--- src/rtl/tbb_pkg.sv ---
// Shared types, constants and the term table of the tetrahedron Bernstein basis evaluator.
package tbb_pkg;

    localparam int FRAC_BITS_DEF = 16;
    localparam int IN_W          = 17;
    localparam int NEG_MAG_W     = IN_W + 2;
    localparam int IDX_W         = 6;
    localparam int VAL_W         = 23;
    localparam int ORD_W         = 3;
    localparam int COEF_W        = 5;
    localparam int S_TDATA_W     = 56;
    localparam int M_TDATA_W     = 32;
    localparam int TERM_COUNT    = 69;
    localparam int TERM_IDX_W    = 7;

    localparam logic [ORD_W-1:0] ORDER_RESET = 3'd1;
    localparam logic [ORD_W-1:0] ORDER_MAX   = 3'd4;

    localparam logic [VAL_W-1:0] VAL_MAXPOS = 23'h3FFFFF;
    localparam logic [VAL_W-1:0] VAL_MAXNEG = 23'h400000;

    // Indexed by order minus one
    localparam logic [IDX_W-1:0] ORDER_BASE [4] = '{6'd0, 6'd4, 6'd14, 6'd34};
    localparam logic [IDX_W-1:0] ORDER_LAST [4] = '{6'd3, 6'd9, 6'd19, 6'd34};

    typedef enum logic [2:0] {
        FAC_B1,
        FAC_B2,
        FAC_B3,
        FAC_B4,
        FAC_ONE
    } fac_t;

    typedef struct packed {
        logic [COEF_W-1:0] coef;
        logic              odd_b1;
        fac_t [3:0]        slot;
    } term_t;

    typedef struct packed {
        logic             vld;
        logic [IDX_W-1:0] idx;
        logic             last;
        logic [1:0]       ord;
        logic             sgn;
    } tag_t;

    function automatic int mag_width(int frac_bits);
        return (frac_bits + 1 > NEG_MAG_W) ? frac_bits + 1 : NEG_MAG_W;
    endfunction

    // Clamp the register to an order of 1..4, returned as order minus one
    function automatic logic [1:0] order_code(logic [ORD_W-1:0] k);
        logic [1:0] r;
        if (k == '0)
            r = 2'd0;
        else if (k >= ORDER_MAX)
            r = 2'd3;
        else
            r = 2'(k - 3'd1);
        return r;
    endfunction

    // Expand exponents into a list of factor slots, padded with unity
    function automatic term_t mk_term(int e0, int e1, int e2, int e3, int c);
        term_t r;
        int    ex [4];
        int    pos;
        ex[0] = e0;
        ex[1] = e1;
        ex[2] = e2;
        ex[3] = e3;
        pos = 0;
        r.coef   = COEF_W'(c);
        r.odd_b1 = 1'(e0 % 2);
        for (int i = 0; i < 4; i++)
            r.slot[i] = FAC_ONE;
        for (int f = 0; f < 4; f++)
            for (int rep = 0; rep < 4; rep++)
                if (rep < ex[f] && pos < 4)
                begin
                    r.slot[pos] = fac_t'(f);
                    pos++;
                end
        return r;
    endfunction

    localparam term_t TERMS [TERM_COUNT] = '{
        // order 1
        mk_term(1,0,0,0,1), mk_term(0,1,0,0,1), mk_term(0,0,1,0,1), mk_term(0,0,0,1,1),
        // order 2
        mk_term(2,0,0,0,1), mk_term(0,2,0,0,1), mk_term(0,0,2,0,1), mk_term(0,0,0,2,1),
        mk_term(0,0,1,1,2), mk_term(0,1,0,1,2), mk_term(0,1,1,0,2), mk_term(1,0,1,0,2),
        mk_term(1,0,0,1,2), mk_term(1,1,0,0,2),
        // order 3
        mk_term(3,0,0,0,1), mk_term(0,3,0,0,1), mk_term(0,0,3,0,1), mk_term(0,0,0,3,1),
        mk_term(0,0,2,1,3), mk_term(0,0,1,2,3), mk_term(0,1,0,2,3), mk_term(0,2,0,1,3),
        mk_term(0,2,1,0,3), mk_term(0,1,2,0,3), mk_term(1,0,2,0,3), mk_term(2,0,1,0,3),
        mk_term(2,0,0,1,3), mk_term(1,0,0,2,3), mk_term(2,1,0,0,3), mk_term(1,2,0,0,3),
        mk_term(0,1,1,1,6), mk_term(1,0,1,1,6), mk_term(1,1,0,1,6), mk_term(1,1,1,0,6),
        // order 4
        mk_term(4,0,0,0,1), mk_term(0,4,0,0,1), mk_term(0,0,4,0,1), mk_term(0,0,0,4,1),
        mk_term(3,1,0,0,4), mk_term(2,2,0,0,6), mk_term(1,3,0,0,4),
        mk_term(0,3,1,0,4), mk_term(0,2,2,0,6), mk_term(0,1,3,0,4),
        mk_term(1,0,3,0,4), mk_term(2,0,2,0,6), mk_term(3,0,1,0,4),
        mk_term(0,0,3,1,4), mk_term(0,0,2,2,6), mk_term(0,0,1,3,4),
        mk_term(3,0,0,1,4), mk_term(2,0,0,2,6), mk_term(1,0,0,3,4),
        mk_term(0,3,0,1,4), mk_term(0,2,0,2,6), mk_term(0,1,0,3,4),
        mk_term(2,1,1,0,12), mk_term(1,2,1,0,12), mk_term(1,1,2,0,12),
        mk_term(2,0,1,1,12), mk_term(1,0,1,2,12), mk_term(1,0,2,1,12),
        mk_term(2,1,0,1,12), mk_term(1,2,0,1,12), mk_term(1,1,0,2,12),
        mk_term(0,2,1,1,12), mk_term(0,1,2,1,12), mk_term(0,1,1,2,12),
        mk_term(1,1,1,1,24)
    };

endpackage

--- src/rtl/tbb_term_issue.sv ---
// Point register, term sequencer and factor selection stage.
module tbb_term_issue #(
    parameter int  FRAC_BITS = tbb_pkg::FRAC_BITS_DEF,
    localparam int MAG_W     = tbb_pkg::mag_width(FRAC_BITS)
) (
    input  logic                                 clk,
    input  logic                                 rst_n,
    input  logic                                 en,
    input  logic                                 load,
    input  logic [tbb_pkg::ORD_W-1:0]            poly_order,
    input  logic [tbb_pkg::IN_W-1:0]             coord_s,
    input  logic [tbb_pkg::IN_W-1:0]             coord_t,
    input  logic [tbb_pkg::IN_W-1:0]             coord_u,
    output logic                                 can_take,
    output tbb_pkg::tag_t                        tag_a,
    output logic [MAG_W-1:0]                     fac0,
    output logic [MAG_W-1:0]                     fac1,
    output logic [MAG_W-1:0]                     fac2,
    output logic [MAG_W+tbb_pkg::COEF_W-1:0]     fac3c
);
    import tbb_pkg::*;

    localparam int B_W = MAG_W + 2;
    localparam logic [B_W-1:0] ONE = B_W'(1) << FRAC_BITS;

    logic                  active_reg, active_next;
    logic [IDX_W-1:0]      j_reg, j_next;
    logic [1:0]            ord_reg;
    logic [MAG_W-1:0]      mag1_reg, mag2_reg, mag3_reg, mag4_reg;
    logic                  neg1_reg;
    logic [B_W-1:0]        b1;
    logic [B_W-1:0]        b1_abs;
    logic                  last_issue;
    logic [TERM_IDX_W-1:0] tidx;
    term_t                 tm;
    logic [MAG_W-1:0]      fac [4];
    tag_t                  tag_a_reg, tag_a_next;
    logic [MAG_W-1:0]      fac0_reg, fac1_reg, fac2_reg;
    logic [MAG_W+COEF_W-1:0] fac3c_reg, fac3c_next;

    // b1 = one - s - t - u, kept as sign and magnitude
    always_comb
    begin
        b1 = ONE - B_W'(coord_s) - B_W'(coord_t) - B_W'(coord_u);
        b1_abs = b1[B_W-1] ? B_W'(-b1) : b1;
    end

    assign last_issue = active_reg && (j_reg == ORDER_LAST[ord_reg]);
    assign can_take   = !active_reg || last_issue;

    always_comb
    begin
        active_next = active_reg;
        j_next      = j_reg;
        if (en && active_reg)
        begin
            j_next = j_reg + 1'b1;
            if (last_issue)
                active_next = 1'b0;
        end
        if (load)
        begin
            active_next = 1'b1;
            j_next      = '0;
        end
    end

    always_ff @(posedge clk or negedge rst_n)
    begin
        if (!rst_n)
        begin
            active_reg <= 1'b0;
            j_reg      <= '0;
        end
        else
        begin
            active_reg <= active_next;
            j_reg      <= j_next;
        end
    end

    always_ff @(posedge clk)
    begin
        if (load)
        begin
            ord_reg  <= order_code(poly_order);
            mag1_reg <= b1_abs[MAG_W-1:0];
            neg1_reg <= b1[B_W-1];
            mag2_reg <= MAG_W'(coord_s);
            mag3_reg <= MAG_W'(coord_t);
            mag4_reg <= MAG_W'(coord_u);
        end
    end

    // Look up the current term and pick its factors
    assign tidx = TERM_IDX_W'(ORDER_BASE[ord_reg]) + TERM_IDX_W'(j_reg);
    assign tm   = TERMS[tidx];

    always_comb
    begin
        for (int i = 0; i < 4; i++)
        begin
            case (tm.slot[i])
                FAC_B1:  fac[i] = mag1_reg;
                FAC_B2:  fac[i] = mag2_reg;
                FAC_B3:  fac[i] = mag3_reg;
                FAC_B4:  fac[i] = mag4_reg;
                default: fac[i] = MAG_W'(1);
            endcase
        end
        fac3c_next = (MAG_W+COEF_W)'(fac[3]) * (MAG_W+COEF_W)'(tm.coef);
        tag_a_next.vld  = active_reg;
        tag_a_next.idx  = j_reg;
        tag_a_next.last = last_issue;
        tag_a_next.ord  = ord_reg;
        tag_a_next.sgn  = neg1_reg & tm.odd_b1;
    end

    always_ff @(posedge clk or negedge rst_n)
    begin
        if (!rst_n)
            tag_a_reg <= '0;
        else if (en)
            tag_a_reg <= tag_a_next;
    end

    always_ff @(posedge clk)
    begin
        if (en)
        begin
            fac0_reg       <= fac[0];
            fac1_reg       <= fac[1];
            fac2_reg       <= fac[2];
            fac3c_reg      <= fac3c_next;
        end
    end

    assign tag_a = tag_a_reg;
    assign fac0  = fac0_reg;
    assign fac1  = fac1_reg;
    assign fac2  = fac2_reg;
    assign fac3c = fac3c_reg;

endmodule

--- config.mk ---
export PLATFORM = sky130hd
export DESIGN_NAME = tbb_term_issue
export DESIGN_NICKNAME = d
export VERILOG_FILES = /design/src/rtl/tbb_pkg.sv /design/src/rtl/tbb_term_issue.sv
export SDC_FILE = /design/constraint.sdc
export NUM_CORES = 1
export LEC_CHECK = 0
export BUFFER_PORTS_ARGS = -buffer_cell sky130_fd_sc_hd__buf_2
export CORE_AREA = 3 3 204 206
export DETAILED_ROUTE_END_ITERATION = 10
export DIE_AREA = 0 0 207 209
export PLACE_DENSITY = 0.51
export SLEW_MARGIN = 20
export SYNTH_ARGS = -nofsm -noshare
export SYNTH_HDL_FRONTEND = slang
export SYNTH_SLANG_ARGS = --single-unit
--- constraint.sdc ---
create_clock -name clk -period 8.4 [get_ports clk]
set_input_delay 1.68 -clock clk [delete_from_list [all_inputs] [get_ports clk]]
set_output_delay 1.68 -clock clk [all_outputs]
set_load 0.01 [all_outputs]
=== Yosys cells after proc, flatten, opt, wreduce, memory -nomap -nowiden ===
Memory sizes are Yosys's and may differ from the RTL's.
Cells that the tools add are included.

* Flip-flop bits (word level): 172
* Memory bits (read-only): 2304
* Output and inout bits: 93
* Word-level logic and storage cells: 76
* Memories kept: 1

{| class="wikitable"
|+ Memory list
! name !! depth !! bits a word !! rd ports !! clocked after Yosys merged registers in !! write ports !! line !! text
|-
| (name not given) || 128 || 18 || 1 || 0 || 0 || tbb_term_issue.sv:97 || <nowiki>assign tm = TERMS[tidx];</nowiki>
|}

* $add $sub $neg: 7
* Multiply operators: 1
* Magnitude comparators: 3
* Equal/unequal tests: 13
* Mux-type cells: 19
* Bitwise logic cells: 3
* Reductions and logical operators: 12

{| class="wikitable"
|+ Operators with widths
! cell !! number
|-
| one-hot mux 19 bit (4 select lines) || 4
|-
| two-way mux 18 bit || 2
|-
| two-way mux 6 bit || 6
|-
| binary-select mux 6 bit (select 2 bit) || 2
|-
| equality test 3 x 2 -> 1 bit, second input constant || 8
|-
| multiplier 19 x 5 -> 24 bit || 1
|-
| subtractor 19 x 18 -> 20 bit || 1
|-
| two-way mux 19 bit || 1
|-
| negation 19 bit || 1
|-
| subtractor 18 x 18 -> 19 bit || 1
|-
| subtractor 17 x 17 -> 18 bit, first input constant || 1
|-
| zero test 3 bit || 5
|-
| equality test 3 x 1 -> 1 bit, second input constant || 4
|-
| greater-or-equal comparator 8 bit, second input constant || 1
|-
| inverter 7 -> 8 bit || 1
|-
| adder 6 x 6 -> 7 bit || 1
|-
| adder 6 x 1 -> 6 bit, second input constant || 1
|-
| equality test 6 bit || 1
|-
| greater-or-equal comparator 3 bit, second input constant || 2
|-
| nonzero test 2 bit || 2
|-
| two-way mux 1 bit || 3
|-
| inverter 2 -> 3 bit || 1
|-
| logical AND 1 bit || 2
|-
| two-way mux 2 bit || 1
|-
| 5 further kinds || 5
|}

=== Depth between registers and ports, before layout ===
* Depth in word-level cells: 12
* Gate-level depth with buffers: 31
* Mapped depth without buffers: 29

=== Worst setup path after synthesis ===
OpenSTA, ideal clock, no wires.

* Kind: flip-flop to flip-flop
* From: reg ord_reg[0]
* To: reg fac3c_reg[22] (netlist: fac3c[22]), data pin
* Arrival: 7.700 ns
* Required time: 8.142 ns
* Path slack: 0.442 ns
* Cell stages (with the launch flop): 29
* Clock period less this slack: 7.958 ns
* Cell sequence: edfxtp_1 > inv_1 > ha_1 > fa_1 > buf_2 > inv_2 > clkbuf_1 > ha_1 > o2bb2ai_1 > a21oi_1 > inv_1 > o41ai_2 > buf_2 > a222oi_1 > or2_1 > fa_1 > fa_1 > fa_1 > inv_1 > ha_1 > a21o_1 > a21oi_1 > a21oi_1 > a41o_1 > or4_1 > a311oi_1 > o21bai_1 > a21oi_1 > xnor2_1

* Longest elaborated chain between the ends: 12
* Elaborated cells on any way between the ends: 15
* Those cells by class: add/sub: 1; mul: 1; eq/ne: 3; mux: 6; bitwise: 2; reduce/logical: 1; memory: 1

{| class="wikitable"
|+ RTL lines
! item !! line !! text
|-
| from (decl) || tbb_term_issue.sv:28 || <nowiki>logic [1:0] ord_reg;</nowiki>
|-
| from (signal assigned) || tbb_term_issue.sv:86 || <nowiki>ord_reg <= order_code(poly_order);</nowiki>
|-
| inverter 2 -> 3 bit (implied by the code) * || tbb_term_issue.sv:96 || <nowiki>assign tidx = TERM_IDX_W'(ORDER_BASE[ord_reg]) + TERM_IDX_W'(j_reg);</nowiki>
|-
| binary-select mux 6 bit (select 2 bit) * || tbb_term_issue.sv:96 ||
|-
| two-way mux 6 bit (implied by the code) * (2 in a row) || tbb_term_issue.sv:96 ||
|-
| adder 6 x 6 -> 7 bit * || tbb_term_issue.sv:96 ||
|-
| inverter 7 -> 8 bit (implied by the code) * || tbb_term_issue.sv:97 ||
|-
| memory read (128 x 18 bit) * || - ||
|-
| two-way mux 18 bit (implied by the code) * (2 in a row) || tbb_term_issue.sv:97 ||
|-
| equality test 3 x 2 -> 1 bit, or another cell as far along || tbb_term_issue.sv:103 || <nowiki>case (tm.slot[i])</nowiki>
|-
| one-hot mux 19 bit (4 select lines) || tbb_term_issue.sv:103 ||
|-
| multiplier 19 x 5 -> 24 bit * || tbb_term_issue.sv:111 || <nowiki>fac3c_next = (MAG_W+COEF_W)'(fac[3]) * (MAG_W+COEF_W)'(tm.coef);</nowiki>
|-
| net fac3c_next[22] || tbb_term_issue.sv:39 || <nowiki>logic [MAG_W+COEF_W-1:0] fac3c_reg, fac3c_next;</nowiki>
|-
| to (signal assigned) || tbb_term_issue.sv:134 || <nowiki>fac3c_reg <= fac3c_next;</nowiki>
|-
| to (decl) || tbb_term_issue.sv:39 ||
|}

Mark *: on every way through the listed nets, which the timed path passes. The rest lies on a longest branch. The select of a mux whose other input is x is not followed.
A chain may end at the register's enable or synchronous reset.

=== Worst setup path in the final report ===
* From: reg ord_reg[1]
* To: reg fac3c_reg[22] (netlist: fac3c[22]), data pin

The elaborated chain is that of the path after synthesis.

==> impl_metrics.tcl <==
set metrics [dict create \
    clock_skew_ns 0.00975 \
    seq_power_share 0.377 \
    setup_viol 0 \
    synth_enable_flop_cells 154 \
    dpl_cell_area_sq_um 15100 \
    gr-total-overflow 0 \
    grt_use_met2 0.261 \
    die_area_sq_um 43300 \
    reg2reg_to "fac3c[22]" \
    ys.flop_type "edfxtp_1" \
    yosysWarnings 0 \
    drive_above_1_share 0.188 \
    synth_top_area_cell "edfxtp_1" \
    numClockSinks 172 \
    cts_tree "yes" \
    synth.cells.most_frequent "edfxtp_1, inv_1, mux2i_1" \
    postSynthCellCount 1279 \
    final_net_count 1642 \
    root_buffer "clkbuf_16" \
    yosysUniqueCellTypes 78 \
    fin_util 0.393 \
    crit_path_top_delay_cell "o311ai_4" \
    wire_per_inst_microns 18.7 \
    dp_hpwl_microns 28400 \
    yosysMostFrequentCell "edfxtp_1" \
    grt_max_degree 72 \
    relSlewSlack 0.393 \
    portBuffers 150 \
    pin_count 151 \
    period_needed_ns 8.00 \
    gp_congestion 0.879 \
    cap_violations 0 \
    grtUsageMet1 0.248 \
    critical_path_peak_fanout 13 \
    hold_buffers 0 \
    synth_seq_cells 172 \
    synth_top_family_by_area "adder cells" \
    tns_ns 0 \
    startpoint "ord_reg[1]" \
    insertion_delay_ns 0.45 \
    slew_violations 0 \
    hold_class "flop to flop" \
    viasPerCell 5.15 \
    ant_nets 0 \
    min_to "tag_a[4]" \
    rsz0062_at_grt "false" \
    r2r_setup_slack_ns 0.40 \
    crit_arrival_ns 8.21 \
    path_class "flop to flop" \
    r2r-start "ord_reg[1]" \
    tightest_slew_ns 0.911 \
    startpoint_type "flop" \
    grt_pass1_vias 10009 \
    firstDrtPassIters 6 \
    vias 10189 \
    synthTopCellsByArea "edfxtp_1, fa_1, mux2i_1, ha_1, inv_1" \
    synth_compound_area_frac 0.133 \
    hold_path_startpoint "tag_a[4]" \
    grt_use_total 0.170 \
    largest_reg_flops 24 \
    timing.final.crit_share 0.953 \
    hold_depth 1 \
    drc 0 \
    ys_seq_area_frac 0.375 \
    worst_ep_required_time_ns 8.60 \
    cp-end-kind "flop" \
    synth.top_cell.area_share 0.342 \
    die_w_microns 207 \
    ir_worst_vdd_v 0.000129 \
    final_area_sq_um 15700 \
    synthAdderAreaFrac 0.171 \
    die_h_microns 209 \
    met3_usage 0.0248 \
    finalHoldViolCount 0 \
    pwr-share-clk 0.243 \
    routed_wl_microns 37000 \
    synth-simple-area-share 0.103 \
    cts.reportedPaths.clkPinSlew_ns 0.07 \
    antenna_found_initial 2 \
    rr_worst_depth 28 \
    power_frac_comb 0.380 \
    area_growth_pct 15.9 \
    synthArstFlopShare 0.105 \
    p_leak_nw 6.92 \
    max_stage_delay_ns 0.54 \
    cellInternalPower_mw 2.08 \
    htreeDepth 4 \
    initial_core_util 0.339 \
    status "finished clean" \
    postSynthAreaPerCell_sq_um 10.6 \
    cts_buffer_depth 2 \
    grt_pass1_wl_microns 57800 \
    rows 73 \
    top_usage_layer "met2" \
    p_sw_frac 0.367 \
    cts_buffers 17 \
    synth_area_sq_um 13500 \
    synth.area.mux_share 0.110 \
    drt_iter0_drc 779 \
    power_density_nw_per_um2 210 \
    core-area_sq_um 39800 \
    fmax_mhz 125 \
    switchingPower_mw 1.21 \
    synth_xor_area_frac 0.0530 \
]
[power groups by stage]
stage / combinational (mW) / sequential [mW] / clock (mW)
floorplan: 0.816 / 1.25 / 0
global placement: 1.23 / 1.26 / 0
detailed placement: 1.24 / 1.26 / 0
CTS: 1.25 / 1.24 / 0.821
global route: 1.38 / 1.25 / 0.858
finish: 1.25 / 1.24 / 0.800
[stage by stage]
step | total power [mW] | hold WS (ns) | setup WS [ns] | std cells
2_1_floorplan | 2.06 | 0.486 | 0.442 | 1281
3_3_place_gp | 2.49 | 0.490 | 0.530 | 1942
3_5_place_dp | 2.50 | 0.495 | 0.402 | 1942
4_1_cts | 3.31 | 0.510 | 0.357 | 1972
5_1_grt | 3.49 | 0.542 | 0.00183 | 1978
6_report | 3.29 | 0.505 | 0.396 | 1978
[routing by layer]
layer | up-vias | part of all wire
met2 | 280 | 0.46
met5 | - | 0
met3 | 33 | 0.047
met4 | 0 | 0.017
li1 | 4904 | -
met1 | 4972 | 0.48
[what timing repair did]
action | in CTS | in global routing
setup endpoints to repair | 0 | 1
endpoints found under the hold margin | 0 | 0
resized for setup | 0 | 1
buffers inserted | 0 | 5
[layout by cell type, fill, tap and decap left out, types with 49 or more instances in the layout]
| cell | count |
|---|---|
| edfxtp_1 | 154 |
| buf_2 | 148 |
| inv_1 | 126 |
| mux2i_1 | 120 |
| nor2_1 | 116 |
| ha_1 | 74 |
| fa_1 | 69 |
| nand2_1 | 66 |
| a21oi_1 | 55 |
| buf_4 | 50 |
| xnor2_1 | 49 |
[kinds of logic after synthesis]
| logic type | after synthesis |
|---|---|
| and+or+nand+nor | 294 |
| AOI/OAI and AO/OA | 259 |
| buffers and inverters | 184 |
| DFF | 172 |
| muxes | 144 |
| adders and majority gates | 143 |
| xor gates and xnor gates | 81 |
| other | 2 |
[critical path, delay by kind of cell (launching register included)]
kind | cells | cell delay (ns)
adders and majority gates | 6 | 2.42
AOI/OAI and AO/OA | 10 | 2.46
DFF | 1 | 0.47
xor gates and xnor gates | 2 | 0.27
and+or+nand+nor | 4 | 1.07
buffers and inverters | 5 | 0.70
muxes | 1 | 0.34
[how the worst max path moves through the flow]
stage,endpoint,slack (ns),cells past startpoint
floorplan,fac3c[22],0.44,28
global placement,fac3c[22],0.53,25
detailed placement,fac3c[22],0.40,25
CTS,fac3c[22],0.36,25
global route,fac3c[22],0.002,27
finish,fac3c[22],0.40,28
[area by class of cell]
class                   count  area, sq um
multi-input cells         925         7770
flip-flops and latches    172         5070
clock buffers              17          425
clock inverters            13          141
diodes                      1         2.50
fillers                  4005        24200
repair buffers            198         1120
well taps                 525          657
inverters                 127          477
Power figures use the tool's default switching activity.
